### config.mk
export PLATFORM = sky130hd
export DESIGN_NAME = servo_motion_sequencer
export DESIGN_NICKNAME = d
export VERILOG_FILES = /design/src/rtl/smsq_pkg.sv /design/src/rtl/smsq_cfg_regs.sv /design/src/rtl/smsq_core.sv /design/src/rtl/servo_motion_sequencer.sv
export SDC_FILE = /design/constraint.sdc
export NUM_CORES = 1
export LEC_CHECK = 0
export BUFFER_PORTS_ARGS = -buffer_cell sky130_fd_sc_hd__buf_2
export CAP_MARGIN = 0
export CORE_MARGIN = 2
export CORE_UTILIZATION = 55
export CTS_BUF_LIST = sky130_fd_sc_hd__clkbuf_8
export CTS_CLUSTER_DIAMETER = 80
export DETAILED_ROUTE_END_ITERATION = 6
export PLACE_DENSITY = 0.69
export SYNTH_ARGS = -nofsm -noshare
export SYNTH_HDL_FRONTEND = slang
export SYNTH_HIERARCHICAL = 1
export SYNTH_SLANG_ARGS = --single-unit
### constraint.sdc
create_clock -name clk -period 30 [get_ports clk]
set_input_delay 6 -clock clk [delete_from_list [all_inputs] [get_ports clk]]
set_output_delay 6 -clock clk [all_outputs]
set_load 0.03 [all_outputs]
### src/rtl/smsq_pkg.sv
`default_nettype none

package smsq_pkg;

  // sizes
  localparam int SERVO_COUNT = 4;
  localparam int SERVO_W     = $clog2(SERVO_COUNT);
  localparam int ANGLE_W     = 8;
  localparam int REG_COUNT   = 8;
  localparam int REG_W       = $clog2(REG_COUNT);
  localparam int MAX_MOVES   = 6;
  localparam int MOVE_W      = 3;
  localparam int CMD_W       = 3;

  typedef logic [ANGLE_W-1:0]           angle_t;
  typedef logic [SERVO_W-1:0]           servo_t;
  typedef logic [CMD_W-1:0]             cmd_t;
  typedef logic [MOVE_W-1:0]            move_idx_t;
  typedef logic [REG_W-1:0]             reg_idx_t;
  typedef angle_t [REG_COUNT-1:0]       limits_t;

  // register indexes
  localparam reg_idx_t REG_BACK    = 3'd0;
  localparam reg_idx_t REG_FORWARD = 3'd1;
  localparam reg_idx_t REG_RIGHT   = 3'd2;
  localparam reg_idx_t REG_LEFT    = 3'd3;
  localparam reg_idx_t REG_DOWN    = 3'd4;
  localparam reg_idx_t REG_UP      = 3'd5;
  localparam reg_idx_t REG_OPEN    = 3'd6;
  localparam reg_idx_t REG_CLOSED  = 3'd7;

  // limit values after reset, by register index
  localparam limits_t LIMITS_RESET = {
    8'd120,  // closed
    8'd10,   // open
    8'd120,  // up
    8'd10,   // down
    8'd160,  // left
    8'd0,    // right
    8'd130,  // forward
    8'd50    // back
  };

  // servo numbers
  localparam servo_t SERVO_ROT  = 2'd0;
  localparam servo_t SERVO_FB   = 2'd1;
  localparam servo_t SERVO_UD   = 2'd2;
  localparam servo_t SERVO_GRAB = 2'd3;

  // commands, low bits of the command character
  localparam cmd_t CMD_NONE    = 3'd0;
  localparam cmd_t CMD_GRAB    = 3'd1;
  localparam cmd_t CMD_RELEASE = 3'd2;
  localparam cmd_t CMD_UP      = 3'd3;
  localparam cmd_t CMD_DOWN    = 3'd4;
  localparam cmd_t CMD_RIGHT   = 3'd5;
  localparam cmd_t CMD_LEFT    = 3'd6;
  localparam cmd_t CMD_INIT    = 3'd7;

  localparam logic [7:0] CHAR_FIRST = 8'h31;
  localparam logic [7:0] CHAR_LAST  = 8'h37;

  // opcodes
  localparam logic OP_CMD  = 1'b0;
  localparam logic OP_TICK = 1'b1;

  typedef struct packed {
    servo_t servo;
    angle_t target;
  } move_t;

  typedef struct packed {
    logic   valid;
    servo_t servo;
    angle_t angle;
    logic   done;
  } result_t;

  // floor of the mean of two angles
  function automatic angle_t mid_angle(angle_t a, angle_t b);
    logic [ANGLE_W:0] s;
    s = {1'b0, a} + {1'b0, b};
    return s[ANGLE_W:1];
  endfunction

  // servo and target of one move of a command
  function automatic move_t move_target(cmd_t cmd, move_idx_t idx, limits_t lim);
    move_t      m;
    logic [1:0] sh;
    sh = (idx < 3'd2) ? 2'd2 : ((idx < 3'd4) ? 2'd1 : 2'd0);
    m  = '0;
    unique case (cmd)
      CMD_GRAB: begin
        m.servo  = SERVO_GRAB;
        m.target = lim[REG_CLOSED];
      end
      CMD_RELEASE: begin
        m.servo  = SERVO_GRAB;
        m.target = lim[REG_OPEN];
      end
      CMD_UP: begin
        if (!idx[0]) begin
          m.servo  = SERVO_UD;
          m.target = lim[REG_UP] >> sh;
        end else begin
          m.servo  = SERVO_FB;
          m.target = lim[REG_BACK] >> sh;
        end
      end
      CMD_DOWN: begin
        if (!idx[0]) begin
          m.servo  = SERVO_UD;
          m.target = lim[REG_DOWN] >> sh;
        end else begin
          m.servo  = SERVO_FB;
          m.target = lim[REG_FORWARD] >> sh;
        end
      end
      CMD_RIGHT: begin
        m.servo  = SERVO_ROT;
        m.target = lim[REG_RIGHT];
      end
      CMD_LEFT: begin
        m.servo  = SERVO_ROT;
        m.target = lim[REG_LEFT];
      end
      CMD_INIT: begin
        unique case (idx)
          3'd0: begin
            m.servo  = SERVO_ROT;
            m.target = mid_angle(lim[REG_RIGHT], lim[REG_LEFT]);
          end
          3'd1: begin
            m.servo  = SERVO_GRAB;
            m.target = lim[REG_OPEN];
          end
          3'd2: begin
            m.servo  = SERVO_FB;
            m.target = mid_angle(lim[REG_FORWARD], lim[REG_BACK]);
          end
          default: begin
            m.servo  = SERVO_UD;
            m.target = mid_angle(lim[REG_UP], lim[REG_DOWN]);
          end
        endcase
      end
      default: m = '0;
    endcase
    return m;
  endfunction

  // number of moves in a command
  function automatic move_idx_t move_count(cmd_t cmd);
    move_idx_t n;
    unique case (cmd) inside
      CMD_GRAB, CMD_RELEASE, CMD_RIGHT, CMD_LEFT: n = 3'd1;
      CMD_UP, CMD_DOWN:                           n = 3'd6;
      CMD_INIT:                                   n = 3'd4;
      default:                                    n = 3'd0;
    endcase
    return n;
  endfunction

endpackage

`default_nettype wire

### src/rtl/smsq_cfg_regs.sv
`default_nettype none

module smsq_cfg_regs (
  input  wire logic              clk,
  input  wire logic              rst,
  input  wire logic              we,
  input  wire smsq_pkg::reg_idx_t addr,
  input  wire smsq_pkg::angle_t  data,
  output smsq_pkg::limits_t      limits
);
  import smsq_pkg::*;

  // limit register file
  always_ff @(posedge clk) begin
    if (rst) begin
      limits <= LIMITS_RESET;
    end else if (we) begin
      limits[addr] <= data;
    end
  end

endmodule

`default_nettype wire

### src/rtl/smsq_core.sv
`default_nettype none

module smsq_core (
  input  wire logic              clk,
  input  wire logic              rst,
  input  wire logic              step,
  input  wire logic              opcode,
  input  wire logic [7:0]        command_byte,
  input  wire smsq_pkg::limits_t limits,
  output smsq_pkg::result_t      result
);
  import smsq_pkg::*;

  angle_t    positions [SERVO_COUNT];
  angle_t    positions_next [SERVO_COUNT];
  cmd_t      active_command;
  move_idx_t move_index;
  logic      busy;
  logic      ramp_started;
  angle_t    ramp_angle;

  cmd_t      cmd_next;
  move_idx_t idx_next;
  logic      busy_next;
  logic      started_next;
  angle_t    ramp_next;

  logic      new_cmd;
  move_t     moves [MAX_MOVES];
  move_t     cur_move;
  angle_t    cur_angle;
  logic      do_skip;
  move_idx_t skip_start;
  move_idx_t count;
  logic      found;

  // command decode, a new list only while idle
  always_comb begin
    new_cmd  = step && (opcode == OP_CMD) && !busy &&
               (command_byte >= CHAR_FIRST) && (command_byte <= CHAR_LAST);
    cmd_next = new_cmd ? command_byte[CMD_W-1:0] : active_command;
  end

  // targets of every move of the selected list
  always_comb begin
    for (int i = 0; i < MAX_MOVES; i++) begin
      moves[i] = move_target(cmd_next, MOVE_W'(i), limits);
    end
  end

  // ramp step, then search for the next move not yet in place
  always_comb begin
    positions_next = positions;
    ramp_next      = ramp_angle;
    started_next   = ramp_started;
    busy_next      = busy;
    idx_next       = move_index;
    result         = '0;
    do_skip        = 1'b0;
    skip_start     = '0;
    cur_move       = moves[move_index];
    cur_angle      = ramp_started ? ramp_angle : positions[cur_move.servo];
    count          = move_count(cmd_next);
    found          = 1'b0;

    if (new_cmd) begin
      started_next = 1'b0;
      do_skip      = 1'b1;
    end else if (step && (opcode == OP_TICK) && busy) begin
      result.valid = 1'b1;
      result.servo = cur_move.servo;
      result.angle = cur_angle;
      if (cur_angle == cur_move.target) begin
        positions_next[cur_move.servo] = cur_move.target;
        started_next = 1'b0;
        do_skip      = 1'b1;
        skip_start   = move_index + 3'd1;
      end else begin
        started_next = 1'b1;
        ramp_next    = (cur_move.target > cur_angle) ? cur_angle + 8'd1
                                                     : cur_angle - 8'd1;
      end
    end

    if (do_skip) begin
      idx_next = count;
      for (int i = 0; i < MAX_MOVES; i++) begin
        if (!found && (MOVE_W'(i) >= skip_start) && (MOVE_W'(i) < count) &&
            (moves[i].target != positions_next[moves[i].servo])) begin
          found    = 1'b1;
          idx_next = MOVE_W'(i);
        end
      end
      busy_next = found;
    end

    result.done = result.valid && do_skip && !found;
  end

  // sequencer state
  always_ff @(posedge clk) begin
    if (rst) begin
      for (int i = 0; i < SERVO_COUNT; i++) begin
        positions[i] <= '0;
      end
      active_command <= CMD_NONE;
      move_index     <= '0;
      busy           <= 1'b0;
      ramp_started   <= 1'b0;
      ramp_angle     <= '0;
    end else begin
      positions      <= positions_next;
      active_command <= cmd_next;
      move_index     <= idx_next;
      busy           <= busy_next;
      ramp_started   <= started_next;
      ramp_angle     <= ramp_next;
    end
  end

endmodule

`default_nettype wire

### src/rtl/servo_motion_sequencer.sv
// An accepted word waits in the input register, the sequencer processes it, and its result
// word is registered in the output register, where the receiver can take it.
// Throughput: one input word per cycle while the input is not stalled, set by the single sequencer stage.
// Input stalls only while the input register is full and the output word is stalled.
// Reset: limits return to their defaults, all servo positions to zero, idle.
`default_nettype none

module servo_motion_sequencer (
  input  wire logic                  clk,
  input  wire logic                  rst,
  input  wire logic                  in_valid,
  output logic                       in_stall,
  input  wire logic                  opcode,
  input  wire logic [7:0]            command_byte,
  output logic                       out_valid,
  input  wire logic                  out_stall,
  output smsq_pkg::servo_t           servo_index,
  output smsq_pkg::angle_t           angle_out,
  output logic                       sequence_done,
  input  wire logic                  cfg_we,
  input  wire smsq_pkg::reg_idx_t    cfg_addr,
  input  wire smsq_pkg::angle_t      cfg_data
);
  import smsq_pkg::*;

  limits_t    limits;
  result_t    result;
  logic       s1_valid;
  logic       s1_opcode;
  logic [7:0] s1_byte;
  logic       accept;
  logic       fire;

  smsq_cfg_regs u_cfg (
    .clk    (clk),
    .rst    (rst),
    .we     (cfg_we),
    .addr   (cfg_addr),
    .data   (cfg_data),
    .limits (limits)
  );

  // handshake
  assign fire     = s1_valid && !(out_valid && out_stall);
  assign in_stall = s1_valid && out_valid && out_stall;
  assign accept   = in_valid && !in_stall;

  // input register
  always_ff @(posedge clk) begin
    if (rst) begin
      s1_valid <= 1'b0;
    end else if (accept) begin
      s1_valid <= 1'b1;
    end else if (fire) begin
      s1_valid <= 1'b0;
    end
    if (accept) begin
      s1_opcode <= opcode;
      s1_byte   <= command_byte;
    end
  end

  smsq_core u_core (
    .clk          (clk),
    .rst          (rst),
    .step         (fire),
    .opcode       (s1_opcode),
    .command_byte (s1_byte),
    .limits       (limits),
    .result       (result)
  );

  // output register
  always_ff @(posedge clk) begin
    if (rst) begin
      out_valid <= 1'b0;
    end else if (fire && result.valid) begin
      out_valid <= 1'b1;
    end else if (!out_stall) begin
      out_valid <= 1'b0;
    end
    if (fire && result.valid) begin
      servo_index   <= result.servo;
      angle_out     <= result.angle;
      sequence_done <= result.done;
    end
  end

  // checks
  a_stall_cause: assert property (@(posedge clk) disable iff (rst)
    in_stall |-> (out_valid && out_stall))
    else $error("input stalled without a blocked output word");

  a_cmd_no_word: assert property (@(posedge clk) disable iff (rst)
    (fire && (s1_opcode == OP_CMD)) |=> !out_valid)
    else $error("command word left a result on the output");

  a_tick_only: assert property (@(posedge clk) disable iff (rst)
    result.valid |-> (fire && (s1_opcode == OP_TICK)))
    else $error("result produced by something other than a tick");

endmodule

`default_nettype wire

After elaboration in Yosys (flattened, before gate mapping)
Cells that the tools add are included. Widths: inputs -> output; s select.

Flip-flop bits (word level): 134. Bits of input ports: 25. Output and inout port bits: 13. Logic and storage cells: 206.

Add/sub/neg operators: 6. Magnitude comparators: 26. Equal/unequal tests: 15. Multiplexer cells: 74. Bitwise operators: 12. Reductions and logical operators: 49.

Operators with widths (count): $pmux 10 s7 (5); $mux 8 (18); $bmux 8 s2 (7); $mux 32 (3); $bwmux 64 (1); $pmux 10 s6 (1); $ne 8x8->1 (6); $logic_and 1x1->1 (33); $bwmux 32 (1); $bmux 10 s3 (1); $mux 3 (10); $add 8x8->9 (3); $demux 8 s3 (1); $mux 11 (2); $ge 3x3->1 const B (7); $not 2->3 (7); $mux 1 (20); $mux 10 (2); $demux 8 s2 (1); $eq 3x3->1 const B (4); $logic_not 1->1 (9); $pmux 3 s3 (1); $add 8x1->8 const B (1); $eq 8x8->1 (1); other kinds (24) (37).

Depth between registers and ports, before layout
Gate-level depths: netlist of the first run.

Word-level depth: 62. Gate-level depth with buffers: 37. Gate-level depth less buffers: 33.

Modules after synthesis
The synthesis of the first run kept the hierarchy.

Modules (own cells, without submodules): smsq_core (times used 1, cells each 1230, area each 8585.7 um^2, sequential area each 960.9 um^2); smsq_cfg_regs (times used 1, cells each 238, area each 2555.0 um^2, sequential area each 1281.2 um^2); servo_motion_sequencer (times used 1, cells each 32, area each 694.4 um^2, sequential area each 640.6 um^2).

Least setup slack after synthesis of the first run
No wires, ideal clock.

Path kind: input-to-reg. Start point: input out_stall. End point: register u_core.busy. Setup time: 120 ps. Arrival: 13785 ps. Required time: 29880 ps. Path slack: 16095 ps. Cell stages on the path: 33. Buffers on the path: 4. Path through: nand2_1 > and2_1 > and4b_1 > clkbuf_1 > o211ai_1 > mux2i_1 > ha_1 > inv_1 > nor4_1 > nor3_2 > a21oi_1 > a22o_1 > clkbuf_1 > clkbuf_1 > nand2_1 > and3_1 > a311oi_1 > a21o_1 > inv_1 > ha_1 > nand4_1 > nor3_1 > o311ai_1 > nor4_1 > buf_2 > mux2i_1 > mux2i_1 > xnor2_1 > nor3_1 > o21ai_0 > o31a_1 > or4b_4 > o31a_1.

Cells in the longest elaborated chain, start to end: 59.

Ends and longest elaborated chain: from (decl) (line servo_motion_sequencer.sv:16) `input wire logic out_stall,`; $logic_and 1x1->1 (*) (line servo_motion_sequencer.sv:44) `assign fire = s1_valid && !(out_valid && out_stall);`; $logic_not 1->1 (*) (line servo_motion_sequencer.sv:44); $logic_and 1x1->1 (*) (line servo_motion_sequencer.sv:44); net fire (line servo_motion_sequencer.sv:32) `logic fire;`; $logic_and 1x1->1 (3 in a row) (line smsq_core.sv:39) `new_cmd = step && (opcode == OP_CMD) && !busy &&`; $logic_and 1x1->1 (line smsq_core.sv:40) `(command_byte >= CHAR_FIRST) && (command_byte <= CHAR_LAST);`; $mux 3 (line smsq_core.sv:41) `cmd_next = new_cmd ? command_byte[CMD_W-1:0] : active_command;`; $eq 3x3->1 / $eq 3x2->1 (equally long branches) (line smsq_pkg.sv:92, smsq_core.sv:63); (+38 left out); $mux 1 (line smsq_core.sv:85) `if (do_skip) begin`; $logic_not 1->1 (line smsq_core.sv:88) `if (!found && (MOVE_W'(i) >= skip_start) && (MOVE_W'(i) < count) &&`; $logic_and 1x1->1 (3 in a row) (line smsq_core.sv:88); $mux 1 (line smsq_core.sv:88); $mux 1 (line smsq_core.sv:85); $logic_not 1->1 (line smsq_core.sv:88); $logic_and 1x1->1 (3 in a row) (line smsq_core.sv:88); $mux 1 (line smsq_core.sv:88); to (signal assigned) (line smsq_core.sv:115) `busy <= busy_next;`; to (decl) (line smsq_core.sv:18) `logic busy;`.

The timed path passes the listed nets; every way through them passes the cells marked *. The select of a mux whose other input is x is not followed. A chain may end at the register's enable or synchronous reset.

Worst setup path in the final report of the first run
Ends and elaborated chain as after synthesis.

==> results of run 1 <==
-- cells by family after synthesis --
family / synth area share (%)
and+or+nand+nor: 25.8
AOI/OAI and AO/OA: 23.3
DFF: 24.4
muxes: 11.5
buffers and inverters: 4.30
xor gates and xnor gates: 5.62
adders and majority gates: 5.01
-- registers in the layout, indices dropped and copies added (netlist names), 2 cells and up --
register and cells:
u_core/ramp_angle 8, u_core/positions 32, u_cfg/limits 64, angle_out 8, servo_index 2, u_core/move_index 3, s1_byte 8, u_core/active_command 3
-- worst max path at each step --
stage                                          end  slack, ns  cells past startpoint
after global placement    u_core/busy$_SDFFE_PP0P_      14.61                     29
after floorplan           u_core/busy$_SDFFE_PP0P_      16.10                     33
final                     u_core/busy$_SDFFE_PP0P_      14.49                     30
after CTS                 u_core/busy$_SDFFE_PP0P_      14.78                     30
after global routing      u_core/busy$_SDFFE_PP0P_      13.89                     30
after detailed placement  u_core/busy$_SDFFE_PP0P_      14.34                     30
-- Yosys cell counts, types with 25 or more instances --
master,number,area [sq um]
a21oi_1,80,400
inv_1,34,128
clkbuf_1,64,240
nand3_1,37,185
o21ai_0,62,310
mux2i_1,114,1140
xnor2_1,44,385
nand2_1,183,687
nand4_1,25,156
nor2_1,138,518
dfxtp_1,114,2280
ha_1,41,513
nor3_1,30,150
xor2_1,32,280
nand2b_1,61,382
-- layer usage --
metal / GRT usage [%] / share of wire [%]
met5: 0 / 0
met4: 28.0 / 7.7
met3: 11.1 / 11
met2: 66.8 / 44
met1: 51.2 / 37
-- final cells by class --
class | instances | area share [%]
Inverter | 35 | 1.04
Timing Repair Buffer | 71 | 3.50
Tap cell | 275 | 2.72
Clock buffer | 17 | 1.85
Multi-Input combinational cell | 1242 | 66.8
Sequential cell | 134 | 22.8
Clock inverter | 15 | 1.37
-- power breakdown --
| group | internal [mW] | switching (mW) |
|---|---|---|
| combinational | 0.0140 | 0.0237 |
| clock | 0.0640 | 0.0962 |
| sequential | 0.185 | 0.00360 |
-- per-stage QoR --
| stage | hold WS (ns) | cells |
|---|---|---|
| 6_report | 0.470 | 1789 |
| 2_1_floorplan | 0.432 | 1500 |
| 4_1_cts | 0.469 | 1789 |
| 3_3_place_gp | 0.447 | 1757 |
| 3_5_place_dp | 0.454 | 1757 |
| 5_1_grt | 0.500 | 1789 |
-- critical path, delay by kind of cell --
kind,cells,cell delay (ns)
AND/OR/NAND/NOR,12,3.13
AO/OA/AOI/OAI,10,4.08
buffers and inverters,2,0.39
adder cells (fa/ha/maj),2,0.90
multiplexers,4,1.35
==> flow_metrics.env, run 1 <==
export IMPL_dr_total_vias=12500
export IMPL_dp_slack_ns=14.34
export IMPL_cts_tree="yes"
export IMPL_layout_drive_gt1_share_pct=10.6
export IMPL_final_cell_mix="nand2_1 (183), nor2_1 (137), dfxtp_1 (114), mux2i_1 (114), a21oi_1 (80)"
export IMPL_final_common_cell="nand2_1"
export IMPL_p_per_area_nw_per_um2=30.5
export IMPL_tritoncts_num_buffers=17
export IMPL_finalSetupTns_ns=0
export IMPL_final_hold_violation_count=0
export IMPL_cts_hold_buffers=0
export IMPL_grt_pass1_vias=11700
export IMPL_place_area_sq_um=12300
export IMPL_critPathSlowestCell="a22o_1"
export IMPL_antenna_found_initial=0
export IMPL_violations="DRC"
export IMPL_irDropWorstVdd_mv=0.0289
export IMPL_die_area_sq_um=22700
export IMPL_n_fill_cell=1947
export IMPL_worstMarginPinSlew_ns=1.15
export IMPL_cts_root_buf="clkbuf_8"
export IMPL_synth_async_reset_ratio_pct=0
export IMPL_area_growth_pct=7.06
export IMPL_clock_path_buffers=2
export IMPL_synth_edf_count=20
export IMPL_crit_path_max_fanout=21
export IMPL_synth_seq_cells=134
export IMPL_crit_arrival_ns=15.88
export IMPL_finalMaxSlewViolations=0
export IMPL_antenna_left=0
export IMPL_status="finished with violations"
export IMPL_hold_path_depth=2
export IMPL_drc=2
export IMPL_fp_coreArea_sq_um=21100
export IMPL_grt_max_degree=96
export IMPL_max_cap_violations=0
export IMPL_start_util_pct=56.1
export IMPL_fp_row_count=53
export IMPL_final_util_pct=60.1
export IMPL_rsz0062_at_grt="no"
export IMPL_cp_required_ns=30.36
export IMPL_drt_wirelength_per_cell_microns=27.1
export IMPL_synth_distinct_cells=95
export IMPL_ys_seq_area_share_pct=24.4
export IMPL_crit_path_end_kind="register"
export IMPL_timing_hold_worst_class="register to register"
export IMPL_cts_setup_buffers=0
export IMPL_die_y_microns=151
export IMPL_clk_pin_slew_ns=0.09
export IMPL_htree_levels=4
export IMPL_fin_skew_ns=0.0217
export IMPL_r2r_end="u_core/busy$_SDFFE_PP0P_"
export IMPL_drtIter0Drc=1931
export IMPL_postSynthNetCount=1570
export IMPL_syn_inst=1500
export IMPL_min_period_over_period_pct=51.7
export IMPL_design_power_total_mw=0.386
export IMPL_pin_count=38
export IMPL_min_to="u_core/ramp_angle[4]$_SDFFE_PP0P_"
export IMPL_worstSetupStartpoint="out_stall"
export IMPL_clk_insertion_delay_late_ns=0.48
export IMPL_min_from="u_core/ramp_angle[4]$_SDFFE_PP0P_"
export IMPL_crit_path_max_incr_delay_ns=0.71
export IMPL_firstDrtPassIters=7
export IMPL_worst_slack_ns=14.49
export IMPL_routed_wl_microns=48500
export IMPL_cts_resized=0
export IMPL_grt_ovfl_total=0
export IMPL_grt_util_all_layers_pct=42.5
export IMPL_dp_hpwl_microns=36500
export IMPL_max_clock_freq_mhz=64.5
export IMPL_r2r_start="s1_byte[0]$_DFFE_PP_"
export IMPL_cp_start_kind="input port"
export IMPL_syn_area_per_cell_sq_um=7.89
export IMPL_r2r_slack_ns=19.62
export IMPL_regArea_sq_um=2880
export IMPL_min_period_ns=15.51
export IMPL_fp_dieW_microns=151
export IMPL_p_leak_nw=5.22
export IMPL_gp_congestion=1.09
export IMPL_insertedDiodeCount=0
export IMPL_synth_warnings=6
export IMPL_syn_area_sq_um=11800
export IMPL_path_class="input port to register"
export IMPL_multi_input_area_sq_um=8460
export IMPL_grt_pass1_wl_microns=71700
export IMPL_routed_via_density=6.99
export IMPL_slew_headroom_pct=22.6
export IMPL_fin_area_sq_um=12700
export IMPL_finalNetCount=1571
export IMPL_portBuffers=37
export IMPL_synth_top_flop_cell="dfxtp_1"
export IMPL_worst_r2r_cell_count=27
export IMPL_setup_violations=0
export IMPL_clock_sinks=134
(Power assumes the default switching activity.)
==> inputs of run 2 (changes only) <==
--- a/config.mk
+++ b/config.mk
@@ -5,6 +5,7 @@
 export SDC_FILE = /design/constraint.sdc
 export NUM_CORES = 1
 export LEC_CHECK = 0
+export ABC_AREA = 1
 export BUFFER_PORTS_ARGS = -buffer_cell sky130_fd_sc_hd__buf_2
 export CAP_MARGIN = 0
 export CORE_MARGIN = 2
@@ -12,7 +13,7 @@
 export CTS_BUF_LIST = sky130_fd_sc_hd__clkbuf_8
 export CTS_CLUSTER_DIAMETER = 80
 export DETAILED_ROUTE_END_ITERATION = 6
-export PLACE_DENSITY = 0.69
+export PLACE_DENSITY = 0.72
 export SYNTH_ARGS = -nofsm -noshare
 export SYNTH_HDL_FRONTEND = slang
 export SYNTH_HIERARCHICAL = 1
==> constraint.sdc (replaced) <==
create_clock -name clk -period 13.2 [get_ports clk]
set_input_delay 2.64 -clock clk [delete_from_list [all_inputs] [get_ports clk]]
set_output_delay 2.64 -clock clk [all_outputs]
set_load 0.03 [all_outputs]
==> flow_metrics.env, run 2 <==
export IMPL_critPathSlowestCell="nor2_2"
export IMPL_slew_headroom_pct=31.2
export IMPL_syn_area_sq_um=11800
export IMPL_start_util_pct=56.2
export IMPL_status="finished with violations"
export IMPL_cts_hold_buffers=0
export IMPL_largest_reg_flops=64
export IMPL_worst_r2r_cell_count=43
export IMPL_syn_inst=2010
export IMPL_cp_common_cell="nand2_1"
export IMPL_yosysMostFrequentCell="nand2_1"
export IMPL_crit_path_end_kind="register"
export IMPL_p_seq_share_pct=45.8
export IMPL_postSynthNetCount=2080
export IMPL_tritoncts_num_buffers=17
export IMPL_antenna_left=0
export IMPL_min_period_ns=9.92
export IMPL_fp_coreArea_sq_um=21100
export IMPL_regMostFlops="u_cfg/limits"
export IMPL_synth_seq_cells=134
export IMPL_irDropWorstVdd_mv=0.0761
export IMPL_r2r_start="out_valid$_SDFFE_PP0P_"
export IMPL_min_from="u_cfg/limits[61]$_SDFFE_PP1P_"
export IMPL_layout_drive_gt1_share_pct=9.04
export IMPL_finalSetupTns_ns=0
export IMPL_r2r_slack_ns=5.25
export IMPL_synth_async_reset_ratio_pct=0
export IMPL_intPower_mw=0.646
export IMPL_min_period_over_period_pct=75.1
export IMPL_cts_tree="yes"
export IMPL_fp_row_count=53
export IMPL_cp_required_ns=13.51
export IMPL_pin_count=38
export IMPL_synth_edf_count=20
export IMPL_grt_util_all_layers_pct=38.8
export IMPL_drc=4
export IMPL_power_switching_mw=0.295
export IMPL_clock_sinks=134
export IMPL_netlist_area_leader_share_pct=21.6
export IMPL_crit_arrival_ns=10.23
export IMPL_clk_insertion_delay_late_ns=0.47
export IMPL_hold_path_depth=2
export IMPL_place_area_sq_um=12200
export IMPL_routed_wl_microns=43600
export IMPL_grt_ovfl_total=0
export IMPL_ys_top_cells_by_area="nand2_1 (22%), dfxtp_1 (19%), nand3_1 (14%)"
export IMPL_cts_resized=0
export IMPL_power_frac_clock_pct=39.8
export IMPL_dp_hpwl_microns=34000
export IMPL_violations="DRC"
export IMPL_synth_distinct_cells=54
export IMPL_insertedDiodeCount=0
export IMPL_gp_congestion=1.02
export IMPL_rsz0062_at_grt="no"
export IMPL_crit_family="simple AND/OR/NAND/NOR gates"
export IMPL_drtIter0Drc=1444
export IMPL_area_growth_pct=6.12
export IMPL_worstMarginPinSlew_ns=1.03
export IMPL_synth_top_flop_cell="dfxtp_1"
export IMPL_max_cap_violations=0
export IMPL_p_sw_share_pct=31.4
export IMPL_drt_wirelength_per_cell_microns=18.9
export IMPL_crit_path_max_incr_delay_ns=0.61
export IMPL_grt_pass1_wl_microns=66800
export IMPL_portBuffers=37
export IMPL_fin_area_sq_um=12600
export IMPL_p_per_area_nw_per_um2=74.8
export IMPL_setup_violations=0
export IMPL_final_cell_mix="nand2_1 (683), nand3_1 (323), nor2_1 (250)"
export IMPL_routed_via_density=5.80
export IMPL_finalMaxSlewViolations=0
export IMPL_top_regs="u_cfg/limits x64, u_core/positions x32"
export IMPL_finalNetCount=2092
export IMPL_combPwrFrac_pct=14.4
export IMPL_grt_max_degree=65
export IMPL_max_clock_freq_mhz=101
export IMPL_syn_area_per_cell_sq_um=5.89
export IMPL_final_hold_violation_count=0
export IMPL_synth_warnings=6
export IMPL_die_area_sq_um=22700
export IMPL_cts_root_buf="clkbuf_8"
export IMPL_cts_setup_buffers=0
export IMPL_synth_area_leader_cell="nand2_1"
export IMPL_path_class="input port to register"
export IMPL_htree_levels=4
export IMPL_crit_path_max_fanout=21
export IMPL_p_leak_nw=6.69
export IMPL_clock_path_buffers=2
export IMPL_grt_pass1_vias=12200
export IMPL_clk_pin_slew_ns=0.08
export IMPL_min_to="u_cfg/limits[61]$_SDFFE_PP1P_"
export IMPL_ys_top_cells_by_count="nand2_1 (683), nand3_1 (323), nor2_1 (250)"
export IMPL_firstDrtPassIters=7
export IMPL_antenna_found_initial=0
export IMPL_fp_dieW_microns=151
export IMPL_design_power_total_mw=0.941
export IMPL_r2r_end="sequence_done$_DFFE_PP_"
export IMPL_die_y_microns=151
export IMPL_ys_seq_area_share_pct=24.3
export IMPL_path_buf_inv=9
export IMPL_cp_start_kind="input port"
export IMPL_dr_total_vias=13400
export IMPL_final_common_cell="nand2_1"
export IMPL_fin_skew_ns=0.0232
export IMPL_timing_hold_worst_class="register to register"
-- run 2: changes by cell type after synthesis, sizes merged, moves of 32 or more --
cell / delta
inv: +191
a21oi: -32
nor3: -32
nor2: +142
nand2: +521
mux2i: -114
xnor2: -34
nand2b: -61
clkbuf: -42
nand3: +312
-- run 2: tightest hold or removal path, delay by kind of cell (launching register included) --
kind | cells | cell delay (ns)
and+or+nand+nor | 2 | 0.10
DFF | 1 | 0.33
-- run 2: final cells by class --
type                       instances  area (sq um)
sequential                       134          2880
clock inverter                    14           163
fill                            2174          8510
multi-input combinational       1589          7790
timing repair buffer              50           283
clock buffer                      18           248
inverter                         230           867
tap                              275           344
-- run 2: power groups by stage --
stage	registers [mW]	logic, mW	clock network, mW
6_report	0.431	0.135	0.375
5_1_grt	0.432	0.150	0.394
4_1_cts	0.431	0.132	0.380
3_5_place_dp	0.440	0.132	0
3_3_place_gp	0.440	0.128	0
2_1_floorplan	0.437	0.0980	0
-- run 2: through the flow --
stage | cells | worst slack (ns) | util (%) | hold slack (ns)
2_1_floorplan | 2010 | 4.94 | - | 0.429
3_3_place_gp | 2278 | 3.23 | 57.7 | 0.443
3_5_place_dp | 2278 | 2.98 | 57.7 | 0.448
4_1_cts | 2310 | 3.43 | 59.6 | 0.469
5_1_grt | 2310 | 2.62 | 59.6 | 0.515
6_report | 2310 | 3.28 | 59.6 | 0.469
-- run 2: cell families after synthesis --
kind of cell | Yosys count | share of synthesized area, %
xor gates and xnor gates | 25 | 1.85
buffers and inverters | 287 | 9.95
AOI/OAI and AO/OA | 115 | 5.66
adders and majority gates | 45 | 5.01
and+or+nand+nor | 1404 | 53.2
DFF | 134 | 24.3
-- run 2: worst max path at each step --
stage / from / to / slack (ns) / cells past startpoint
finish: out_stall / sequence_done$_DFFE_PP_ / 3.28 / 44
global route: out_stall / u_core/move_index[0]$_SDFFE_PP0P_ / 2.62 / 47
CTS: out_stall / sequence_done$_DFFE_PP_ / 3.43 / 44
detailed placement: out_stall / sequence_done$_DFFE_PP_ / 2.98 / 44
global placement: out_stall / u_core/move_index[0]$_SDFFE_PP0P_ / 3.23 / 47
floorplan: out_stall / u_core/move_index[0]$_SDFFE_PP0P_ / 4.94 / 48
-- run 2: layer usage --
layer	vias up	GRT usage, %	share of wire [%]
li1	6466	-	-
met1	6084	48.4	40
met2	702	63.6	45
met3	137	6.63	8.5
met4	0	21.3	5.9
met5	-	0	0
==> inputs of run 3 (changes only) <==
--- a/config.mk
+++ b/config.mk
@@ -13,7 +13,7 @@
 export CTS_BUF_LIST = sky130_fd_sc_hd__clkbuf_8
 export CTS_CLUSTER_DIAMETER = 80
 export DETAILED_ROUTE_END_ITERATION = 6
-export PLACE_DENSITY = 0.72
+export PLACE_DENSITY = 0.69
 export SYNTH_ARGS = -nofsm -noshare
 export SYNTH_HDL_FRONTEND = slang
 export SYNTH_HIERARCHICAL = 1
==> constraint.sdc (replaced) <==
create_clock -name clk -period 10.4 [get_ports clk]
set_input_delay 2.08 -clock clk [delete_from_list [all_inputs] [get_ports clk]]
set_output_delay 2.08 -clock clk [all_outputs]
set_load 0.03 [all_outputs]
==> flow_metrics.env, run 3 (synthesized netlist as in run 2, its figures left out) <==
export IMPL_insertedDiodeCount=0
export IMPL_cp_common_cell="nand2_1"
export IMPL_cts_setup_buffers=0
export IMPL_cp_required_ns=10.75
export IMPL_min_period_ns=9.30
export IMPL_cts_tree="yes"
export IMPL_worstMarginPinSlew_ns=1.02
export IMPL_crit_path_end_kind="register"
export IMPL_final_hold_violation_count=0
export IMPL_cts_resized=0
export IMPL_cp_start_kind="input port"
export IMPL_setup_violations=0
export IMPL_finalMaxSlewViolations=0
export IMPL_pin_count=38
export IMPL_fp_row_count=53
export IMPL_antenna_found_initial=0
export IMPL_min_period_over_period_pct=89.5
export IMPL_irDropWorstVdd_mv=0.106
export IMPL_clk_insertion_delay_late_ns=0.47
export IMPL_area_growth_pct=6.09
export IMPL_fin_skew_ns=0.0173
export IMPL_largest_reg_flops=64
export IMPL_path_class="input port to register"
export IMPL_dr_total_vias=13200
export IMPL_gp_congestion=1.05
export IMPL_grt_ovfl_total=0
export IMPL_dp_hpwl_microns=33500
export IMPL_top_regs="u_cfg/limits x64, u_core/positions x32"
export IMPL_finalSetupTns_ns=0
export IMPL_grt_util_all_layers_pct=37.6
export IMPL_p_per_area_nw_per_um2=94.3
export IMPL_clock_path_buffers=2
export IMPL_firstDrtPassIters=6
export IMPL_crit_arrival_ns=9.66
export IMPL_grt_pass1_vias=12000
export IMPL_critPathSlowestCell="nor2_2"
export IMPL_fp_dieW_microns=151
export IMPL_grt_max_degree=65
export IMPL_crit_path_max_incr_delay_ns=0.59
export IMPL_layout_drive_gt1_share_pct=9.09
export IMPL_routed_wl_microns=42500
export IMPL_grt_pass1_wl_microns=65000
export IMPL_finalNetCount=2093
export IMPL_portBuffers=37
export IMPL_drc=0
export IMPL_max_cap_violations=0
export IMPL_tritoncts_num_buffers=17
export IMPL_clock_sinks=134
export IMPL_place_area_sq_um=12200
export IMPL_fp_coreArea_sq_um=21100
export IMPL_p_leak_nw=6.69
export IMPL_start_util_pct=56.2
export IMPL_die_area_sq_um=22700
export IMPL_final_common_cell="nand2_1"
export IMPL_clk_pin_slew_ns=0.09
export IMPL_final_util_pct=59.6
export IMPL_htree_levels=4
export IMPL_slew_headroom_pct=31.8
export IMPL_fin_area_sq_um=12600
export IMPL_cts_hold_buffers=0
export IMPL_crit_path_max_fanout=14
export IMPL_die_y_microns=151
export IMPL_antenna_left=0
export IMPL_whs_ns=0.478
export IMPL_regMostFlops="u_cfg/limits"
export IMPL_cts_root_buf="clkbuf_8"
export IMPL_n_fill_cell=2145
export IMPL_routed_via_density=5.73
export IMPL_timing_hold_worst_class="register to register"
export IMPL_rsz0062_at_grt="no"
export IMPL_max_clock_freq_mhz=107
export IMPL_drt_wirelength_per_cell_microns=18.4
export IMPL_drtIter0Drc=1331
export IMPL_status="complete, no violations"
export IMPL_final_cell_mix="nand2_1 (683), nand3_1 (323), nor2_1 (250)"
[run 3: cell count changes in the layout (fill, tap and decap cells not counted), sizes merged]
cell      delta
clkbuf       -1
clkinvlp     +1
buf          +1
[run 3: per-layer routing]
layer / routed length [microns] / track usage [%] / up-vias
li1: - / - / 6483
met1: 17200 / 47.6 / 5958
met2: 18900 / 60.0 / 663
met3: 3350 / 6.11 / 135
met4: 3010 / 23.6 / 0
met5: 0 / 0 / -
[run 3: worst paths after layout]
kind	start	endpoint	slack (ns)	depth (start not counted)
max reg2reg	out_valid$_SDFFE_PP0P_	u_core/move_index[0]$_SDFFE_PP0P_	2.50	43
min	u_cfg/limits[61]$_SDFFE_PP1P_	u_cfg/limits[61]$_SDFFE_PP1P_	0.48	2
max	out_stall	u_core/move_index[0]$_SDFFE_PP0P_	1.10	44
min reg2reg	u_cfg/limits[61]$_SDFFE_PP1P_	u_cfg/limits[61]$_SDFFE_PP1P_	0.48	2
[run 3: area by class of cell]
type	instances	area (sq um)	area share, %
clock inverters	15	165	1.31
well taps	275	344	2.74
clock buffers	17	234	1.86
flip-flops and latches	134	2880	22.9
multi-input cells	1589	7790	61.9
repair buffers	51	290	2.31
inverters	230	867	6.90
[run 3: stage by stage]
step / instances / power [mW] / setup WS [ns]
after floorplan: 2010 / 0.679 / 2.70
after global placement: 2279 / 0.721 / 1.04
after detailed placement: 2279 / 0.725 / 0.789
after CTS: 2311 / 1.19 / 1.25
after global routing: 2311 / 1.23 / 0.226
final: 2311 / 1.19 / 1.10
[run 3: power by group]
group	leakage, nW	internal [mW]	switching, mW
sequential	1.09	0.536	0.0110
clock	0.201	0.219	0.250
combinational	5.40	0.0563	0.114
total	6.69	0.811	0.375
[run 3: worst max-delay path, delay by kind of cell]
kind            cells  cell delay (ns)
simple gates       30             4.50
compound gates      4             1.33
buf+inv             8             1.04
fa+ha+maj           2             0.71
